$ cat config.mk
export PLATFORM = sky130hd
export DESIGN_NAME = base64_stream_encoder_core
export DESIGN_NICKNAME = d
export VERILOG_FILES = /design/src/rtl/b64enc_pkg.sv /design/src/rtl/base64_stream_encoder_core.sv /design/src/rtl/b64enc_front.sv /design/src/rtl/b64enc_queue.sv /design/src/rtl/b64enc_back.sv
export SDC_FILE = /design/constraint.sdc
export NUM_CORES = 1
export LEC_CHECK = 0
export ABC_AREA = 1
export BUFFER_PORTS_ARGS = -buffer_cell sky130_fd_sc_hd__clkbuf_2
export CAP_MARGIN = 15
export CORE_ASPECT_RATIO = 0.6
export CORE_UTILIZATION = 40
export CTS_BUF_LIST = sky130_fd_sc_hd__clkbuf_4
export CTS_CLUSTER_DIAMETER = 200
export CTS_CLUSTER_SIZE = 24
export DETAILED_ROUTE_END_ITERATION = 10
export PLACE_DENSITY = 0.62
export RECOVER_POWER = 100
export SETUP_SLACK_MARGIN = 0.05
export SYNTH_ARGS = -nofsm -noshare
export SYNTH_HDL_FRONTEND = slang
export SYNTH_SLANG_ARGS = --single-unit
$ cat constraint.sdc
create_clock -name clock -period 2.5 [get_ports clock]
set_input_delay 0.5 -clock clock [delete_from_list [all_inputs] [get_ports clock]]
set_output_delay 0.5 -clock clock [all_outputs]
set_load 0.1 [all_outputs]
$ cat src/rtl/b64enc_pkg.sv
// Package for the base64 stream encoder: types, constants and the alphabet lookup.
package b64enc_pkg;

   localparam int CharWidth    = 7;
   localparam int ByteWidth    = 8;
   localparam int MaxChars     = 4;
   localparam int CharIdxWidth = $clog2(MaxChars);
   localparam int QueueDepth   = 2;
   localparam int QueuePtrWidth = $clog2(QueueDepth);
   localparam int QueueCntWidth = $clog2(QueueDepth + 1);

   // Position within a group of three bytes.
   localparam logic [1:0] PhaseStart = 2'd0;
   localparam logic [1:0] PhaseOne   = 2'd1;
   localparam logic [1:0] PhaseTwo   = 2'd2;

   localparam logic [CharWidth-1:0] PadChar = 7'd61;  // '='

   typedef logic [CharWidth-1:0] char_type;

   // One accepted byte, turned into the characters it produces.
   typedef struct packed {
      char_type [MaxChars-1:0]  chars;
      logic [CharIdxWidth-1:0]  last_idx;   // index of the final character of this job
      logic                     final_job;  // job closes the message
   } job_type;

   // Maps a six-bit value onto the standard alphabet.
   function automatic char_type sextet_char(input logic [5:0] v);
      logic [6:0] code;
      begin
         if (v < 6'd26) begin
            code = 7'd65 + {1'b0, v};
         end else if (v < 6'd52) begin
            code = 7'd97 + {1'b0, v} - 7'd26;
         end else if (v < 6'd62) begin
            code = 7'd48 + {1'b0, v} - 7'd52;
         end else if (v == 6'd62) begin
            code = 7'd43;
         end else begin
            code = 7'd47;
         end
         return code;
      end
   endfunction

endpackage

$ cat src/rtl/base64_stream_encoder_core.sv
// Top level of the streaming base64 encoder.
//
// The request channel (req_valid, req_stall, req_data_byte, req_final_byte) takes one raw
// byte per request; req_final_byte marks the last byte of a message. The response channel
// (rsp_valid, rsp_stall, rsp_out_char, rsp_last_char) delivers one ASCII character per
// transfer, with rsp_last_char high on the final character of the message.
// A byte produces one character, or two when it completes a group of three bytes. A final
// byte flushes the partial group and pads it with '=' to four characters in total.
// The front end converts each request into a job of up to four characters in the cycle it
// is accepted and writes it into a two-entry queue. The back end reads the queue head and
// sends one character per cycle, unless the receiver stalls, through an output register,
// so the first character of a request passes the queue entry and then the output register.
// Throughput is set by that output register: an ordinary byte yields one or two characters,
// a final byte two to four. When the receiver stalls, the output register holds its
// character; the queue fills, and req_stall rises once both queue entries are occupied.
// Reset clears the group phase, the leftover bits, the queue and the output valid flag.
module base64_stream_encoder_core (
   input  logic       clock,
   input  logic       reset,
   input  logic       req_valid,
   output logic       req_stall,
   input  logic [7:0] req_data_byte,
   input  logic       req_final_byte,
   output logic       rsp_valid,
   input  logic       rsp_stall,
   output logic [6:0] rsp_out_char,
   output logic       rsp_last_char
);
   import b64enc_pkg::*;

   logic    push;
   logic    pop;
   logic    queue_full;
   logic    queue_empty;
   job_type push_job;
   job_type head_job;

   // Front end: group phase tracking and character lookup.
   b64enc_front u_front (
      .clock          (clock),
      .reset          (reset),
      .req_valid      (req_valid),
      .req_stall      (req_stall),
      .req_data_byte  (req_data_byte),
      .req_final_byte (req_final_byte),
      .queue_full     (queue_full),
      .push           (push),
      .push_job       (push_job)
   );

   // Job queue between the two halves.
   b64enc_queue u_queue (
      .clock    (clock),
      .reset    (reset),
      .push     (push),
      .push_job (push_job),
      .full     (queue_full),
      .pop      (pop),
      .head_job (head_job),
      .empty    (queue_empty)
   );

   // Back end: serializes each job onto the response channel.
   b64enc_back u_back (
      .clock         (clock),
      .reset         (reset),
      .head_job      (head_job),
      .empty         (queue_empty),
      .pop           (pop),
      .rsp_valid     (rsp_valid),
      .rsp_stall     (rsp_stall),
      .rsp_out_char  (rsp_out_char),
      .rsp_last_char (rsp_last_char)
   );

endmodule

$ cat src/rtl/b64enc_front.sv
// Front end of the encoder: takes bytes, tracks the group phase and builds character jobs.
module b64enc_front (
   input  logic                       clock,
   input  logic                       reset,
   input  logic                       req_valid,
   output logic                       req_stall,
   input  logic [7:0]                 req_data_byte,
   input  logic                       req_final_byte,
   input  logic                       queue_full,
   output logic                       push,
   output b64enc_pkg::job_type        push_job
);
   import b64enc_pkg::*;

   logic [1:0] group_phase_ff, group_phase_in;
   logic [3:0] leftover_ff, leftover_in;
   logic       accept;
   job_type    job;

   assign req_stall = queue_full;
   assign accept    = req_valid && !queue_full;
   assign push      = accept;
   assign push_job  = job;

   always_comb begin
      job            = '0;
      group_phase_in = group_phase_ff;
      leftover_in    = leftover_ff;
      job.final_job  = req_final_byte;
      case (group_phase_ff)
         PhaseOne: begin
            job.chars[0] = sextet_char({leftover_ff[1:0], req_data_byte[7:4]});
            if (req_final_byte) begin
               job.chars[1] = sextet_char({req_data_byte[3:0], 2'b00});
               job.chars[2] = PadChar;
               job.last_idx = 2'd2;
               group_phase_in = PhaseStart;
               leftover_in    = '0;
            end else begin
               job.last_idx   = 2'd0;
               group_phase_in = PhaseTwo;
               leftover_in    = req_data_byte[3:0];
            end
         end
         PhaseTwo: begin
            job.chars[0] = sextet_char({leftover_ff, req_data_byte[7:6]});
            job.chars[1] = sextet_char(req_data_byte[5:0]);
            job.last_idx = 2'd1;
            group_phase_in = PhaseStart;
            leftover_in    = '0;
         end
         default: begin
            // Start of a group; the unused phase code behaves the same way.
            job.chars[0] = sextet_char(req_data_byte[7:2]);
            if (req_final_byte) begin
               job.chars[1] = sextet_char({req_data_byte[1:0], 4'b0000});
               job.chars[2] = PadChar;
               job.chars[3] = PadChar;
               job.last_idx = 2'd3;
               group_phase_in = PhaseStart;
               leftover_in    = '0;
            end else begin
               job.last_idx   = 2'd0;
               group_phase_in = PhaseOne;
               leftover_in    = {2'b00, req_data_byte[1:0]};
            end
         end
      endcase
   end

   always_ff @(posedge clock) begin
      if (reset) begin
         group_phase_ff <= PhaseStart;
         leftover_ff    <= '0;
      end else if (accept) begin
         group_phase_ff <= group_phase_in;
         leftover_ff    <= leftover_in;
      end
   end

endmodule

$ cat src/rtl/b64enc_queue.sv
// Short job queue that decouples the front end from the character serializer.
module b64enc_queue (
   input  logic                 clock,
   input  logic                 reset,
   input  logic                 push,
   input  b64enc_pkg::job_type  push_job,
   output logic                 full,
   input  logic                 pop,
   output b64enc_pkg::job_type  head_job,
   output logic                 empty
);
   import b64enc_pkg::*;

   job_type                   entry_ff [QueueDepth];
   logic [QueuePtrWidth-1:0]  wr_ptr_ff, rd_ptr_ff;
   logic [QueueCntWidth-1:0]  count_ff;

   assign full     = (count_ff == QueueCntWidth'(QueueDepth));
   assign empty    = (count_ff == '0);
   assign head_job = entry_ff[rd_ptr_ff];

   always_ff @(posedge clock) begin
      if (push) begin
         entry_ff[wr_ptr_ff] <= push_job;
      end
   end

   always_ff @(posedge clock) begin
      if (reset) begin
         wr_ptr_ff <= '0;
         rd_ptr_ff <= '0;
         count_ff  <= '0;
      end else begin
         if (push) begin
            wr_ptr_ff <= (wr_ptr_ff == QueuePtrWidth'(QueueDepth - 1)) ? '0 : wr_ptr_ff + 1'b1;
         end
         if (pop) begin
            rd_ptr_ff <= (rd_ptr_ff == QueuePtrWidth'(QueueDepth - 1)) ? '0 : rd_ptr_ff + 1'b1;
         end
         if (push && !pop) begin
            count_ff <= count_ff + 1'b1;
         end else if (pop && !push) begin
            count_ff <= count_ff - 1'b1;
         end
      end
   end

endmodule

$ cat src/rtl/b64enc_back.sv
// Back end: sends each queued job's characters one per cycle while not stalled.
module b64enc_back (
   input  logic                 clock,
   input  logic                 reset,
   input  b64enc_pkg::job_type  head_job,
   input  logic                 empty,
   output logic                 pop,
   output logic                 rsp_valid,
   input  logic                 rsp_stall,
   output logic [6:0]           rsp_out_char,
   output logic                 rsp_last_char
);
   import b64enc_pkg::*;

   logic [CharIdxWidth-1:0] char_idx_ff;
   logic                    rsp_valid_ff;
   char_type                out_char_ff;
   logic                    last_char_ff;
   logic                    advance;
   logic                    send;
   logic                    job_done;

   assign advance  = !rsp_valid_ff || !rsp_stall;
   assign send     = advance && !empty;
   assign job_done = (char_idx_ff == head_job.last_idx);
   assign pop      = send && job_done;

   assign rsp_valid     = rsp_valid_ff;
   assign rsp_out_char  = out_char_ff;
   assign rsp_last_char = last_char_ff;

   always_ff @(posedge clock) begin
      if (reset) begin
         rsp_valid_ff <= 1'b0;
         char_idx_ff  <= '0;
      end else if (advance) begin
         rsp_valid_ff <= !empty;
         if (send) begin
            char_idx_ff <= job_done ? '0 : char_idx_ff + 1'b1;
         end
      end
   end

   always_ff @(posedge clock) begin
      if (send) begin
         out_char_ff  <= head_job.chars[char_idx_ff];
         last_char_ff <= head_job.final_job && job_done;
      end
   end

endmodule

Yosys cells after proc, flatten, opt, wreduce, memory -nomap -nowiden
Memory sizes are Yosys's and may differ from the RTL's. A register that Yosys moved wholly into a read port is not among the register bits.
Cells that the tools add are included.

word-level totals
  register bits = 21
  RAM bits = 60
  bits of input ports = 13
  word-level logic and storage cells = 135
  memories = 1

cells by class
  add/sub/neg operators = 35
  magnitude comparators = 19
  eq/ne operators = 8
  mux-type cells = 46
  reductions and logical operators = 17

memory list
  memory            depth  bits a word  read ports  clocked after Yosys merged registers in  write ports  line                source
  u_queue.entry_ff  2      30           1           1                                        1            b64enc_queue.sv:14  job_type entry_ff [QueueDepth];

operator list
  kind                 number
  $mux 7               19
  $add 7x6->7 const A  12
  $lt 6x6->1 const B   12
  $add 6x6->7 const A  6
  $sub 7x5->7 const B  6
  $sub 7x6->7 const B  6
  $lt 6x5->1 const B   6
  $pmux 16 s2          1
  $eq 6x6->1 const B   4
  $mux 20              1
  $bmux 7 s2           1
  $mux 2               7
  $pmux 7 s2           1
  $mux 13              1
  $mux 3               4
  $pmux 4 s2           1
  $mux 1               7
  $logic_and 1x1->1    6
  $logic_not 1->1      6
  $mux 6               1
  $add 2x1->2 const B  2
  $eq 2x2->1 const B   2
  $mux 4               1
  $pmux 2 s2           1
  10 further kinds     11

Depth between registers and ports, before layout
  depth in word-level cells = 7
  depth in mapped cells = 13
  depth with buffers taken out = 12

Hierarchy
From an unflattened synthesis, not the netlist that was laid out.

unflattened totals
  cells, all modules = 635
  area, all modules = 5559.1 um^2

modules (own cells, without submodules)
  module        instances  cells each  area an instance (um^2)  seq. area each (um^2)
  b64enc_queue  1          129         2471.1                   1961.9
  b64enc_front  1          426         2438.6                   120.1
  b64enc_back   1          80          649.4                    300.3

Worst setup path before layout
OpenSTA, ideal clock, no wires.

  kind = reg2reg
  start point = register u_back.rsp_valid_ff (netlist: u_back.rsp_valid)
  end point = register u_queue.count_ff[1]
  arrival time = 2259 ps
  data required time = 2378 ps
  slack = 118 ps
  stages on the path, launching flop included = 10
  buffers on the path = 0
  clock period less this slack = 2382 ps
  path through = dfxtp_1 -> nand2_1 -> o21ai_0 -> inv_1 -> nand3_2 -> ha_1 -> a21oi_1 -> o21ai_0 -> o21ai_0 -> a21oi_1

on the way
  longest elaborated chain between the ends = 7

ends and longest elaborated chain
  what                                                line                source
  start: declaration                                  b64enc_back.sv:16   logic rsp_valid_ff;
  start signal: assignment                            b64enc_back.sv:37   rsp_valid_ff <= !empty;
  $logic_not 1->1 (*)                                 b64enc_back.sv:23   assign advance = !rsp_valid_ff || !rsp_stall;
  $logic_or 1x1->1 (*)                                b64enc_back.sv:23
  $logic_and 1x1->1 (*)                               b64enc_back.sv:24   assign send = advance && !empty;
  named net u_back.send                               b64enc_back.sv:20   logic send;
  $logic_and 1x1->1 (*)                               b64enc_back.sv:26   assign pop = send && job_done;
  $logic_not 1->1                                     b64enc_queue.sv:40  if (push && !pop) begin
  $logic_and 1x1->1                                   b64enc_queue.sv:40
  $mux 2 / $reduce_bool 2->1 (equally long branches)  -
  end signal: assignment                              b64enc_queue.sv:41  count_ff <= count_ff + 1'b1;
  end signal: assignment                              b64enc_queue.sv:43  count_ff <= count_ff - 1'b1;
  end: declaration                                    b64enc_queue.sv:16  logic [QueueCntWidth-1:0] count_ff;

The timed path passes the listed nets; every way through them passes the cells marked *.
A chain may end at the register's enable or synchronous reset.

==> impl_metrics.csv <==
group,metric,value,unit
outcome,outcome,"finished clean",
place,place_ws,0.08977,ns
sta,hold_viol,0,
global_routing,grt.busiest_layer,"met1",
sta,worst_slew_pin_slew,1.185,ns
yosys,async_flop_share,0,%
global_routing,antenna_found_initial,0,
sta,slew_viol_final,0,
clocking,cts_resized,0,
cells_and_area,insertedDiodeCount,0,
routing,vias_per_cell,5.481,
global_routing,grt_overflow,0,
sta,rsz0062_at_grt,"false",
setup_path,start_kind,"input pin",
routing,vias,3919,
clocking,cts_tree,"built",
yosys,synthSimpleGateAreaFrac,27.15,%
sta,relSlewSlack,21.32,%
yosys,ys_seq_area_share,39.45,%
global_routing,grt_usage,23.05,%
die,io_pins,23,
clocking,worstSkewPairLatency,0.38,ns
sta,fmax,446.9,MHz
clocking,htreeDepth,3,
yosys,synth_compound_area_share,15.22,%
routing,antenna_left,0,
clocking,numCtsBuffers,9,
place,place_congestion,1.008,
die,dieArea,10570,µm²
place,portBuffers,22,
yosys,synth_xor_xnor_area_share,3.421,%
die,die_y,80.04,µm
clocking,clk_pin_slew,0.09,ns
yosys,synthesis.area,4060,µm²
clocking,cts_num_sinks,58,
yosys,avgSynthCellArea,7.533,µm²
routing,drt_iter0_drc,463,
sta,fin_crit,2.238,ns
global_routing,met1_usage,37.61,%
yosys,yosysWarnings,0,
sta,setup_viol,0,
global_routing,grt_pass1_wl,18.46,mm
global_routing,met3_usage,5.206,%
yosys,synth_edf_count,44,
die,die_w,132.1,µm
routing,first_pass_iters,5,
job,drv_cap,0,
clocking,postCtsSetupRepairBufs,0,
yosys,synth_flop_cell,"edfxtp_1",
worst_hold_path,hold_class,"input pin to register",
global_routing,grt_max_degree,20,
sta,setup-tns-final,0,ns
clocking,cts_root_buffer,"clkbuf_4",
clocking,cts.path.max_buffers,2,
sta,min_period_over_period,89.51,%
die,initial_core_util,41.24,%
cells_and_area,drive_above_1_share,8.793,%
die,core,9844,µm²
routing,wl_per_cell,16.05,µm
setup_path,critical_path_class,"input pin to register",
power,peakVddDrop,786.3,µV
setup_path,critical_path_arrival,2.35,ns
yosys,synth_nets,574,
power,powerDensity,877.9,nW/µm²
yosys,ys_types,36,
clocking,cts.hold.buffers_added,0,
routing,drc,0,
power,p_leak,1.918,nW
cells_and_area,area_growth,10.14,%
sta,setup_ws,0.2622,ns
yosys,synthMuxAreaShare,0,%
yosys,synth_top_family_by_area,"simple AND/OR/NAND/NOR gates",
routing,wl,11.48,mm
sta,fin_hold_ws,0.3749,ns
place,dp_hpwl,8.986,mm
yosys,ys_ff_latch,58,
global_routing,first_global_vias,3376,
setup_path,critPathMaxFanout,8,
yosys,synth_fa_ha_area_share,6.780,%
setup_path,crit_path_end_kind,"register",
die,rows,28,
global_routing,use_met2,29.05,%
sta,finalClockSkew,0.009157,ns
cells_and_area,fin_nets,611,
setup_path,worstPathRequired,2.61,ns
yosys,synthCells,539,
## power breakdown
group	internal, mW	leakage [nW]	switching (mW)
clock	0.300	0.0688	0.306
combinational	0.434	1.32	1.45
sequential	1.35	0.532	0.0896
total	2.08	1.92	1.84
## logic make-up after synthesis
logic type               count (synthesis)
buffers and inverters                   77
AO/OA/AOI/OAI                          106
flip-flops                              58
AND/OR/NAND/NOR                        261
XOR/XNOR                                15
adder cells (fa/ha/maj)                 22
## final cells by class
class,instances,area (µm²)
Timing Repair Buffer,43,227.7
Clock buffer,10,75.07
Clock inverter,5,46.29
Fill cell,984,5373
Multi-Input combinational cell,404,2127
Tap cell,135,168.9
Sequential cell,58,1602
Inverter,60,225.2
## critical path: stages
cell,delay (ns)
clkbuf_1,0.33
inv_1,0.27
ha_1,0.33
nor2_4,0.19
nand2_1,0.12
o21ai_0,0.19
nor2_1,0.05
nor2_1,0.23
a21oi_1,0.13
## path summary, 6_finish.rpt
kind | cells past startpoint | endpoint | from | slack [ns]
worst max-delay path | 9 | u_queue.entry_ff[1][8] | req_data_byte[4] | 0.26
worst min-delay path | 3 | u_back.rsp_valid | rsp_stall | 0.37
worst max register to register | 10 | u_queue.count_ff[1] | register | 0.38
worst min register to register | 2 | u_back.rsp_valid | u_back.rsp_valid | 0.49
## metal layers
layer,wire length (µm),up-vias
li1,-,1893
met1,5789,1788
met2,4290,234
met3,1347,4
met4,48,0
met5,0,-
## state kept, by name (all words and copies together) (netlist names), named ones only
signal and count:
u_back.rsp_out_char 7, u_back.char_idx_ff 2, u_back.rsp_valid 1, u_front.group_phase_ff 2
u_front.leftover_ff 4, u_back.rsp_last_char 1, u_queue.entry_ff 36, u_queue.wr_ptr_ff 1
u_queue.count_ff 2, u_queue.rd_ptr_ff 1
## through the flow
step	instance area (µm²)	cells	total power, mW	util [%]
floorplan	4060	539	2.914	-
global placement	4398	700	3.361	44.67
detailed placement	4398	700	3.368	44.67
CTS	4519	715	3.976	45.91
global route	4472	715	4.176	45.42
finish	4472	715	3.926	45.42
## cells in the mapped netlist (5+ instances only)
cell      instances  share of area, %
ha_1             22               6.8
edfxtp_1         44                33
buf_2             9               1.1
o22ai_1           5              0.77
o211ai_1         11               2.0
a21oi_1          41               5.1
nand3_1          51               6.3
nand2_1         147                14
dfxtp_1          14               6.9
nor2_1           44               4.1
o21ai_0          36               4.4
xor2_1           11               2.4
a221o_1           5               1.2
nand4_1           7               1.1
inv_1            51               4.7
inv_2             6              0.55
## layout by cell type (no fill, tap or decap), types with 2 or more instances in the layout
cell      count
clkbuf_2     11
buf_4        14
xor2_1       11
nor2_1       44
nand2_1     148
clkbuf_4     10
nor3_1        3
clkinv_1      6
nand4_1       7
a31oi_1       2
a21oi_1      41
inv_1        52
a211oi_1      2
o22ai_1       5
a221o_1       5
nor2_4        2
xnor2_1       3
ha_1         22
o211ai_1     11
dfxtp_1      14
inv_2         5
edfxtp_1     44
clkbuf_1     18
o21ai_0      36
nand3_1      52
o21ai_2       2
No activity file was read; power rests on OpenSTA's default activity.
